### config.mk
export PLATFORM = sky130hd
export DESIGN_NAME = tli_div_stage
export DESIGN_NICKNAME = d
export VERILOG_FILES = /design/src/tli_pkg.sv /design/src/tli_div_stage.sv
export SDC_FILE = /design/constraint.sdc
export NUM_CORES = 1
export LEC_CHECK = 0
export ABC_AREA = 1
export BUFFER_PORTS_ARGS = -buffer_cell sky130_fd_sc_hd__clkbuf_2
export CELL_PAD_IN_SITES_DETAIL_PLACEMENT = 1
export CELL_PAD_IN_SITES_GLOBAL_PLACEMENT = 1
export CORE_UTILIZATION = 25
export DETAILED_ROUTE_END_ITERATION = 12
export PLACE_DENSITY = 0.8
export SYNTH_ARGS = -nofsm -noshare
export SYNTH_HDL_FRONTEND = slang
export SYNTH_SLANG_ARGS = --single-unit
### constraint.sdc
create_clock -name vclk -period 2.45
set_clock_uncertainty 0.05 [all_clocks]
set_input_delay 0.245 -clock vclk [all_inputs]
set_output_delay 0.245 -clock vclk [all_outputs]
set_load 0.02 [all_outputs]
### src/tli_pkg.sv
// Package: shared widths and types for the trilinear interpolator.
`timescale 1ns / 1ps

package tli_pkg;

  localparam int unsigned CoordW  = 12;
  localparam int unsigned CornerW = 16;
  localparam int unsigned FracW   = 8;
  localparam int unsigned DiffW   = 13;   // signed coordinate difference
  localparam int unsigned NumW    = 58;   // signed weighted sum
  localparam int unsigned MagW    = 57;   // magnitude of the sum
  localparam int unsigned DenW    = 37;   // magnitude of dx*dy*dz
  localparam int unsigned QuoW    = 34;   // scaled quotient bits kept
  localparam int unsigned ValueW  = 32;

  // One quotient bit per stage: shifted remainder, quotient so far.
  typedef struct packed {
    logic [DenW:0]   rem;
    logic [MagW+FracW+1-1:0] dvd;  // dividend bits still to be shifted in
    logic [QuoW-1:0] quo;
    logic [DenW-1:0] den;
    logic            neg;
    logic            zspan;
  } div_state_t;

endpackage

### src/tli_div_stage.sv
// One restoring division step of the interpolator's quotient pipeline.
`timescale 1ns / 1ps

module tli_div_stage (
  input  tli_pkg::div_state_t st_i,
  output tli_pkg::div_state_t st_o
);

  logic [tli_pkg::DenW:0]   sh;
  logic [tli_pkg::DenW+1:0] diff;

  always_comb begin
    st_o = st_i;
    sh   = {st_i.rem[tli_pkg::DenW-1:0], st_i.dvd[tli_pkg::MagW+tli_pkg::FracW]};
    diff = {1'b0, sh} - {2'b00, st_i.den};
    st_o.dvd = {st_i.dvd[tli_pkg::MagW+tli_pkg::FracW-1:0], 1'b0};
    if (!diff[tli_pkg::DenW+1]) begin
      st_o.rem = diff[tli_pkg::DenW:0];
      st_o.quo = {st_i.quo[tli_pkg::QuoW-2:0], 1'b1};
    end else begin
      st_o.rem = sh;
      st_o.quo = {st_i.quo[tli_pkg::QuoW-2:0], 1'b0};
    end
  end

endmodule

==> results of run 1 <==
layer usage:
metal,share of wire (%),vias to the layer above,wire length (µm),track usage [%]
met1,44,2415,7810,22.0
met2,49,131,8680,30.6
li1,-,2682,-,-
met4,3.3,0,585,5.50
met3,3.8,49,670,1.25
met5,0,-,0,0
where the power goes:
group          internal, mW  total, mW  switching, mW  leakage, nW
clock                     0          0              0            0
sequential                0          0              0            0
combinational         0.843       1.94           1.09         3.44
Yosys cell counts (4+ instances only):
cell	instances
buf_6	5
nor3_1	5
buf_4	139
inv_1	147
nand2_1	293
nand3b_1	10
nand2_2	10
a21oi_1	26
nor2_2	4
nand3_1	48
o21ai_0	9
inv_2	7
o21ai_1	10
xnor2_1	17
ha_1	37
nor2_1	67
o21ai_2	10
cell families after synthesis:
kind of cell             count (synthesis)  share of synthesized area, %
AO/OA/AOI/OAI                           64                          8.34
XOR/XNOR                                19                          3.61
adder cells (fa/ha/maj)                 38                          10.5
buffers and inverters                  300                          36.6
other                                    1                        0.0814
AND/OR/NAND/NOR                        449                          40.8
path summary, 6_finish.rpt:
kind | to | cells after the start | slack (ns)
max | st_o[159] | 14 | 0.07
min | st_o[107] | 0 | 0.44
per-stage QoR:
stage / hold slack [ns] / setup TNS (ns) / std cells
after CTS: 0.440 / -0.0235 / 1178
after floorplan: 0.553 / 0 / 871
after global placement: 0.440 / -0.961 / 1174
after detailed placement: 0.440 / -2.58 / 1174
final: 0.440 / 0 / 1188
after global routing: 0.440 / -0.323 / 1188
area by class of cell:
class	count	area, µm²
tap	229	287
inverter	154	596
multi-input combinational	571	3780
timing repair buffer	234	1610
fill	2436	11800
repair_timing:
item,in CTS,in global routing
gates cloned,1,2
endpoints found under the setup margin,37,38
buffers inserted,3,8
pin swaps,9,41
resized for setup,50,198
==> key figures, run 1 <==
Status
  • Status: complete, no violations

Die
  • Initial Util: 25.6%
  • Die width: 138 µm
  • Std-Cell Core Area: 18000 µm²
  • Die Y-Extent: 138 µm
  • Area of the die: 19000 µm²
  • Ports: 354
  • Row count: 49

Placement
  • Final HPWL DP: 14700 µm
  • Gp weighted congestion: 0.880
  • Port bufs: 151
  • Pre-CTS setup slack: -0.114 ns
  • Post-DP Area: 5070 µm²

Min path
  • Worst hold path class: input port to output pin
  • Hold path startpoint: st_i[106]

Finish
  • Finished Cell Area: 6270 µm²
  • Reg area: 0 µm²
  • Commonest non-fill, non-tap cells in the layout: nand2_1 (250), inv_1 (138), clkbuf_2 (120)
  • Most common cell after layout, fill and taps aside: nand2_1
  • Area delta synth->final: 36.2%
  • Clkbuf count: 0
  • FFs & Latches: 0
  • Share of layout cells above drive strength 1: 42.5%
  • Final-stage net count: 1176
  • Ant diodes: 0
  • Final Util: 34.8%

STA
  • Crit path time final: 2.38 ns
  • Final cycle utilization of the critical path: 97.2%
  • RSZ-0062 raised after global routing: yes
  • Slew Limit Fails: 0
  • Final hold viol count: 0
  • Setup ws final: 0.0687 ns
  • Setup Viol. Count Final: 0
  • Fmax: 420 MHz

Routing
  • DR DRC count: 0
  • DR iter-0 viols: 151
  • Via count: 5277
  • Routed len/inst: 14.9 µm
  • Total Wirelength: 17700 µm
  • DR vias/cell: 4.44
  • Antenna-violating nets left: 0
  • Drt pass-1 iters: 4

Synth
  • Syn Nets: 1086
  • Area contributors post-synth: nand2_1 (24%), buf_4 (23%), inv_1 (12%), ha_1 (10%), nor2_1 (5.5%)
  • Post-synthesis cell area: 4610 µm²
  • Largest area contributor in the netlist: nand2_1
  • Ys Warns: 0
  • Yosys cell types: 33
  • Sequential area share after synthesis: 0%
  • Share of the synthesized area in the top cell type: 23.9%
  • Synthesized area per cell: 5.29 µm²
  • Cells after Synth: 871

Global route
  • Largest net degree at the start of global routing: 18
  • Remaining Overflow, GRT: 0
  • Initial antenna violation count: 0
  • First-pass GRT wire length: 25700 µm
  • Vias in the first global route: 5144
  • Gr usage total: 17.3%

Pwr
  • Pwr Total: 1.94 mW
  • P_leak: 3.44 nW
  • PwrDens: 309 nW/µm²
  • VDD IR max: 0.000145 V

Flow run
  • Number of max-cap violations: 0

Critical path
  • Critical Path Fanout Max: 4
  • Setup CP Type: input port to output pin
  • Worst path cell trace: buf_8 > inv_4 > ha_4 > inv_4 > fa_2 > nand2_2 > nand3_2 > and2_4 > nand3b_1 > nand3_2 > buf_6 > xnor2_4 > o21ai_4 > buf_6
  • CP max stage delay: 0.40 ns
  • CP Launch Point: st_i[138]
  • Crit start category: input port
  • Crit-path leading delay family: simple AND/OR/NAND/NOR gates
  • CP max stage cell: fa_2
  • Critical path arrival: 2.09 ns
  • Worst Path Required: 2.15 ns
  • Crit path buf inv count: 5
  • Crit end category: output pin

Clocking
  • CTS Hold Buffers Added: 0
(Power assumes the default switching activity.)
==> run 2: changes to the inputs <==
--- a/config.mk
+++ b/config.mk
@@ -6,12 +6,13 @@
 export NUM_CORES = 1
 export LEC_CHECK = 0
 export ABC_AREA = 1
-export BUFFER_PORTS_ARGS = -buffer_cell sky130_fd_sc_hd__clkbuf_2
+export BUFFER_PORTS_ARGS = -buffer_cell sky130_fd_sc_hd__buf_2
 export CELL_PAD_IN_SITES_DETAIL_PLACEMENT = 1
 export CELL_PAD_IN_SITES_GLOBAL_PLACEMENT = 1
 export CORE_UTILIZATION = 25
 export DETAILED_ROUTE_END_ITERATION = 12
 export PLACE_DENSITY = 0.8
+export SLEW_MARGIN = 15
 export SYNTH_ARGS = -nofsm -noshare
 export SYNTH_HDL_FRONTEND = slang
 export SYNTH_SLANG_ARGS = --single-unit
==> run 2 against run 1 <==
  * Sequential cell count unchanged
  * Setup slack worse by 0.021 ns
  * First-iteration DRC count rose by 41%
  * Non-clock buffer count increased by 8
  * Fmax fell by 0.87%
  * Clock-buffer cell count unchanged
  * Utilization fell by 0.13 points
  * Hold slack barely moved
  * Critical path type unchanged
  * Largest cell class unchanged
  * Highest routed layer unchanged
==> key figures, run 2 (synthesis gave the netlist of run 1 again) <==
Status
  • Status: complete, no violations

Die
  • Std-Cell Core Area: 18000 µm² (unchanged)
  • Ports: 354 (unchanged)
  • Row count: 49 (unchanged)
  • Area of the die: 19000 µm² (unchanged)
  • Die width: 138 µm (unchanged)
  • Die Y-Extent: 138 µm (unchanged)
  • Initial Util: 25.6% (unchanged)

Finish
  • FFs & Latches: 0 (unchanged)
  • Final Util: 34.7% (-0.13 points)
  • Share of layout cells above drive strength 1: 42.2% (-0.35 points)
  • Ant diodes: 0 (unchanged)
  • Clkbuf count: 0 (unchanged)
  • Reg area: 0 µm² (unchanged)
  • Final-stage net count: 1184 (+0.68%)
  • Commonest non-fill, non-tap cells in the layout: nand2_1 (259), inv_1 (142), buf_2 (124)
  • Area delta synth->final: 35.7%
  • Most common cell after layout, fill and taps aside: nand2_1

Min path
  • Worst hold path class: input port to output pin
  • Hold path startpoint: st_i[106]

Critical path
  • CP Launch Point: st_i[138]
  • Most frequent CP cell: buf_6
  • Worst path cell trace: buf_6 > inv_4 > ha_4 > inv_4 > fa_2 > nand2_2 > nand3_2 > and2_4 > nand3b_1 > nand3_2 > buf_6 > xnor2_4 > o21ai_4 > buf_6
  • Crit start category: input port
  • Critical Path Fanout Max: 4 (unchanged)
  • Setup CP Type: input port to output pin
  • CP max stage cell: fa_2
  • Crit path buf inv count: 5 (unchanged)
  • Crit-path leading delay family: simple AND/OR/NAND/NOR gates
  • CP max stage delay: 0.40 ns (about the same)
  • Critical path arrival: 2.11 ns (+0.02 ns)
  • Crit end category: output pin
  • Worst Path Required: 2.15 ns (about the same)

Pwr
  • VDD IR max: 0.000143 V (-1.6%)
  • P_leak: 3.41 nW (-0.94%)
  • PwrDens: 308 nW/µm² (-0.21%)

Routing
  • Antenna-violating nets left: 0 (unchanged)
  • DR DRC count: 0 (unchanged)
  • DR iter-0 viols: 213 (+41%)
  • DR vias/cell: 4.45 (+0.23%)
  • Routed len/inst: 15.0 µm (+0.37%)
  • Total Wirelength: 17900 µm (+1.0%)
  • Drt pass-1 iters: 4 (unchanged)
  • Via count: 5325 (+0.91%)

Global route
  • GRT met2 Usage: 31.5% (+0.92 points)
  • Largest net degree at the start of global routing: 18 (unchanged)
  • Vias in the first global route: 5146 (+0.039%)
  • Initial antenna violation count: 0 (unchanged)
  • Gr usage total: 17.1% (-0.15 points)
  • Remaining Overflow, GRT: 0 (unchanged)
  • Met3 Use GR: 0.699% (-0.55 points)
  • First-pass GRT wire length: 25500 µm (-0.75%)
  • GRT Max-Usage Layer: met2
  • Met1 usage: 21.8% (-0.21 points)

STA
  • Fmax: 416 MHz (-0.87%)
  • Crit path time final: 2.40 ns (+0.0209 ns)
  • Final hold viol count: 0 (unchanged)
  • Hold Slack: 0.440 ns (-0.00000100 ns)
  • Slew Limit Fails: 0 (unchanged)
  • Setup Viol. Count Final: 0 (unchanged)
  • Final cycle utilization of the critical path: 98.0% (+0.85 points)
  • Setup ws final: 0.0478 ns (-0.0209 ns)

Placement
  • Gp weighted congestion: 0.906 (+3.0%)
  • Port bufs: 151 (unchanged)
  • Pre-CTS setup slack: -0.149 ns (-0.0350 ns)
  • Final HPWL DP: 14600 µm (-0.70%)

Flow run
  • Number of max-cap violations: 0 (unchanged)

Clocking
  • CTS Hold Buffers Added: 0 (unchanged)
run 2: cell types whose count changed in the layout (fill, tap and decap cells not counted), moves of 6 or more:
cell and change:
buf_4 +17, nand2_2 -6, a21oi_2 +7, nand2_1 +9, a21oi_1 -6, clkbuf_2 -120, buf_2 +118, o21ai_2 +6
run 2: area by class of cell:
class / count / area [µm²]
multi-input cells: 571 / 3730
repair buffers: 242 / 1640
well taps: 229 / 287
fillers: 2432 / 11800
inverters: 154 / 596
run 2: routing by layer:
| metal | wire (µm) | share of wire [%] |
|---|---|---|
| met1 | 8050 | 45 |
| met2 | 8910 | 50 |
| met3 | 581 | 3.2 |
| met4 | 393 | 2.2 |
| met5 | 0 | 0 |
run 2: repair_timing:
action                     in CTS  in global routing
hold endpoints to repair        0                  0
setup buffers                   2                  7
gates resized for setup        56                147
pin swaps                       9                 28
cloned                          1                  2
setup endpoints to repair      38                 38
run 2: final timing paths:
check	end	slack, ns	depth (start not counted)
worst max-delay path	st_o[159]	0.05	14
worst min-delay path	st_o[107]	0.44	0
run 2: metrics by stage:
step	instances	instance area (µm²)	setup TNS, ns	power [mW]
final	1196	6250	0	1.93
after global routing	1196	6250	-0.258	2.10
after CTS	1189	5490	-0.00794	1.69
after detailed placement	1186	5170	-3.50	1.56
after global placement	1186	5170	-1.74	1.53
after floorplan	871	4610	0	1.22
run 2: power by group:
part	leakage (nW)	internal, mW	switching (mW)
Sequential	0	0	0
Combinational	3.41	0.836	1.09
Clock	0	0	0
Total	3.41	0.836	1.09
==> run 3: changes to the inputs <==
--- a/config.mk
+++ b/config.mk
@@ -6,12 +6,12 @@
 export NUM_CORES = 1
 export LEC_CHECK = 0
 export ABC_AREA = 1
-export BUFFER_PORTS_ARGS = -buffer_cell sky130_fd_sc_hd__buf_2
+export BUFFER_PORTS_ARGS = -buffer_cell sky130_fd_sc_hd__clkbuf_2
 export CELL_PAD_IN_SITES_DETAIL_PLACEMENT = 1
 export CELL_PAD_IN_SITES_GLOBAL_PLACEMENT = 1
 export CORE_UTILIZATION = 25
 export DETAILED_ROUTE_END_ITERATION = 12
-export PLACE_DENSITY = 0.8
+export PLACE_DENSITY = 0.81
 export SLEW_MARGIN = 15
 export SYNTH_ARGS = -nofsm -noshare
 export SYNTH_HDL_FRONTEND = slang
==> constraint.sdc (replaced) <==
create_clock -name vclk -period 2.45
set_clock_uncertainty 0.05 [all_clocks]
set_input_delay 0.735 -clock vclk [all_inputs]
set_output_delay 0.735 -clock vclk [all_outputs]
set_load 0.02 [all_outputs]
==> run 3 against run 2 <==
  * Global-route usage rose by 2.8 points
  * The flow now finishes with violations (setup timing)
  * Sequential share of layout area is the same
  * Final area is 26% higher
  * Final cell count up 6.3%
  * Utilization up 9.2 points
  * First-iteration DRC count decreased by 15%
  * Non-clock buffer count increased by 75
==> key figures, run 3 (synthesis gave the netlist of run 1 again) <==
Status
  • Status: finished with violations
  • Violated checks: setup timing

Pwr
  • Clock share of power: 0% (unchanged)
  • Pwr Total: 2.55 mW (+32%)
  • P_leak: 4.22 nW (+24%)
  • Int Power: 1.23 mW (+47%)
  • Comb pwr share: 100.0% (about the same)
  • VDD IR max: 0.000168 V (+18%)
  • Net Sw Frac: 51.9% (-4.7 points)
  • Psw: 1.32 mW (+21%)
  • PwrDens: 322 nW/µm² (+4.6%)
  • Sequential power share: 0% (unchanged)

Flow run
  • Number of max-cap violations: 0 (unchanged)

Routing
  • Drt pass-1 iters: 4 (unchanged)
  • DR iter-0 viols: 181 (-15%)
  • Routed len/inst: 15.4 µm (+2.7%)
  • Total Wirelength: 19600 µm (+9.1%)
  • DR DRC count: 0 (unchanged)
  • Via count: 5785 (+8.6%)
  • Antenna-violating nets left: 0 (unchanged)
  • DR vias/cell: 4.55 (+2.2%)

Die
  • Die Y-Extent: 138 µm (unchanged)
  • Die width: 138 µm (unchanged)
  • Std-Cell Core Area: 18000 µm² (unchanged)
  • Area of the die: 19000 µm² (unchanged)
  • Row count: 49 (unchanged)
  • Ports: 354 (unchanged)
  • Initial Util: 25.6% (unchanged)

Finish
  • Layout fillers: 2317 (-4.7%)
  • Commonest non-fill, non-tap cells in the layout: nand2_1 (182), buf_4 (150), inv_1 (123)
  • Ant diodes: 0 (unchanged)
  • FFs & Latches: 0 (unchanged)
  • Share of layout cells above drive strength 1: 59.5% (+17 points)
  • Multi-input logic area: 4470 µm² (+20%)
  • Reg area: 0 µm² (unchanged)
  • Clkbuf count: 0 (unchanged)
  • Most common cell after layout, fill and taps aside: nand2_1
  • Final-stage net count: 1259 (+6.3%)
  • Area delta synth->final: 71.6%

Critical path
  • End of the critical path: st_o[159]
  • Worst Path Required: 1.66 ns (-0.49 ns)
  • Crit start category: input port
  • Critical Path Fanout Max: 14 (+10)
  • Setup CP Type: input port to output pin
  • Critical path arrival: 2.59 ns (+0.48 ns)
  • CP Launch Point: st_i[171]
  • Crit end category: output pin

Global route
  • Remaining Overflow, GRT: 0 (unchanged)
  • Gr usage total: 19.9% (+2.8 points)
  • Largest net degree at the start of global routing: 20 (+2)
  • Initial antenna violation count: 0 (unchanged)
  • First-pass GRT wire length: 29700 µm (+17%)
  • Vias in the first global route: 6066 (+18%)

STA
  • Final cycle utilization of the critical path: 138% (+40 points)
  • Setup ws final: -0.928 ns (-0.975 ns)
  • Fmax: 296 MHz (-29%)
  • Total negative slack: -33.90 ns (-33.90 ns)
  • RSZ-0062 raised after global routing: yes
  • Crit path time final: 3.38 ns (+0.975 ns)
  • Slew Limit Fails: 0 (unchanged)
  • Final hold viol count: 0 (unchanged)
  • Setup Viol. Count Final: 39 (+39)

Placement
  • Port bufs: 151 (unchanged)
  • Final HPWL DP: 15800 µm (+8.1%)
  • Gp weighted congestion: 0.869 (-4.1%)

Min path
  • Worst hold path class: input port to output pin
==> run 3: worst min-delay path by stage <==
stage | startpoint | to | cells after the start
floorplan | st_i[153] | st_o[154] | 2
global placement | st_i[105] | st_o[106] | 0
detailed placement | st_i[105] | st_o[106] | 0
CTS | st_i[105] | st_o[106] | 0
global route | st_i[68] | st_o[69] | 0
finish | st_i[110] | st_o[111] | 0
==> run 3: final cells by class <==
class              instances  share of cell area, %
multi-input cells        571                   56.5
repair buffers           317                   32.2
inverters                154                   7.69
well taps                229                   3.63
==> run 3: timing repair <==
item / CTS / global route
pin swaps: 27 / 40
buffers inserted: 19 / 2
cloned: 1 / 0
gates resized for setup: 205 / 149
endpoints found under the setup margin: 39 / 39
hold buffers: 0 / 0
==> run 3: metal layers <==
layer / GRT usage, % / vias to the layer above / share of wire [%]
li1: - / 2847 / -
met1: 23.6 / 2734 / 41
met2: 38.1 / 148 / 52
met3: 1.58 / 56 / 4.0
met4: 4.41 / 0 / 2.4
met5: 0 / - / 0
==> run 3: worst max-delay path, cell delays in order <==
cell	delay (ns)
clkbuf_2	0.13
ha_4	0.27
buf_4	0.15
a21oi_2	0.17
o21ai_2	0.09
nand2_1	0.06
nand2_1	0.06
a21oi_2	0.16
nand3_4	0.14
inv_8	0.11
buf_12	0.19
nand2_4	0.07
o21ai_4	0.06
clkbuf_8	0.16
==> run 3: stage by stage <==
step	cell area [µm²]	worst slack, ns	utilization (%)	hold slack, ns	std cells
3_5_place_dp	6420	-1.10	35.6	1.42	1251
6_report	7900	-0.928	43.8	1.42	1271
3_3_place_gp	6420	-1.05	35.6	1.42	1251
2_1_floorplan	5360	-0.538	-	1.53	871
5_1_grt	7900	-1.00	43.8	1.42	1271
4_1_cts	7460	-0.937	41.4	1.42	1271
==> run 3: power groups by stage <==
| stage | Clock [mW] | Sequential (mW) | Combinational (mW) |
|---|---|---|---|
| final | 0 | 0 | 2.55 |
| after global routing | 0 | 0 | 2.74 |
| after floorplan | 0 | 0 | 1.46 |
| after detailed placement | 0 | 0 | 1.98 |
| after global placement | 0 | 0 | 1.94 |
| after CTS | 0 | 0 | 2.38 |
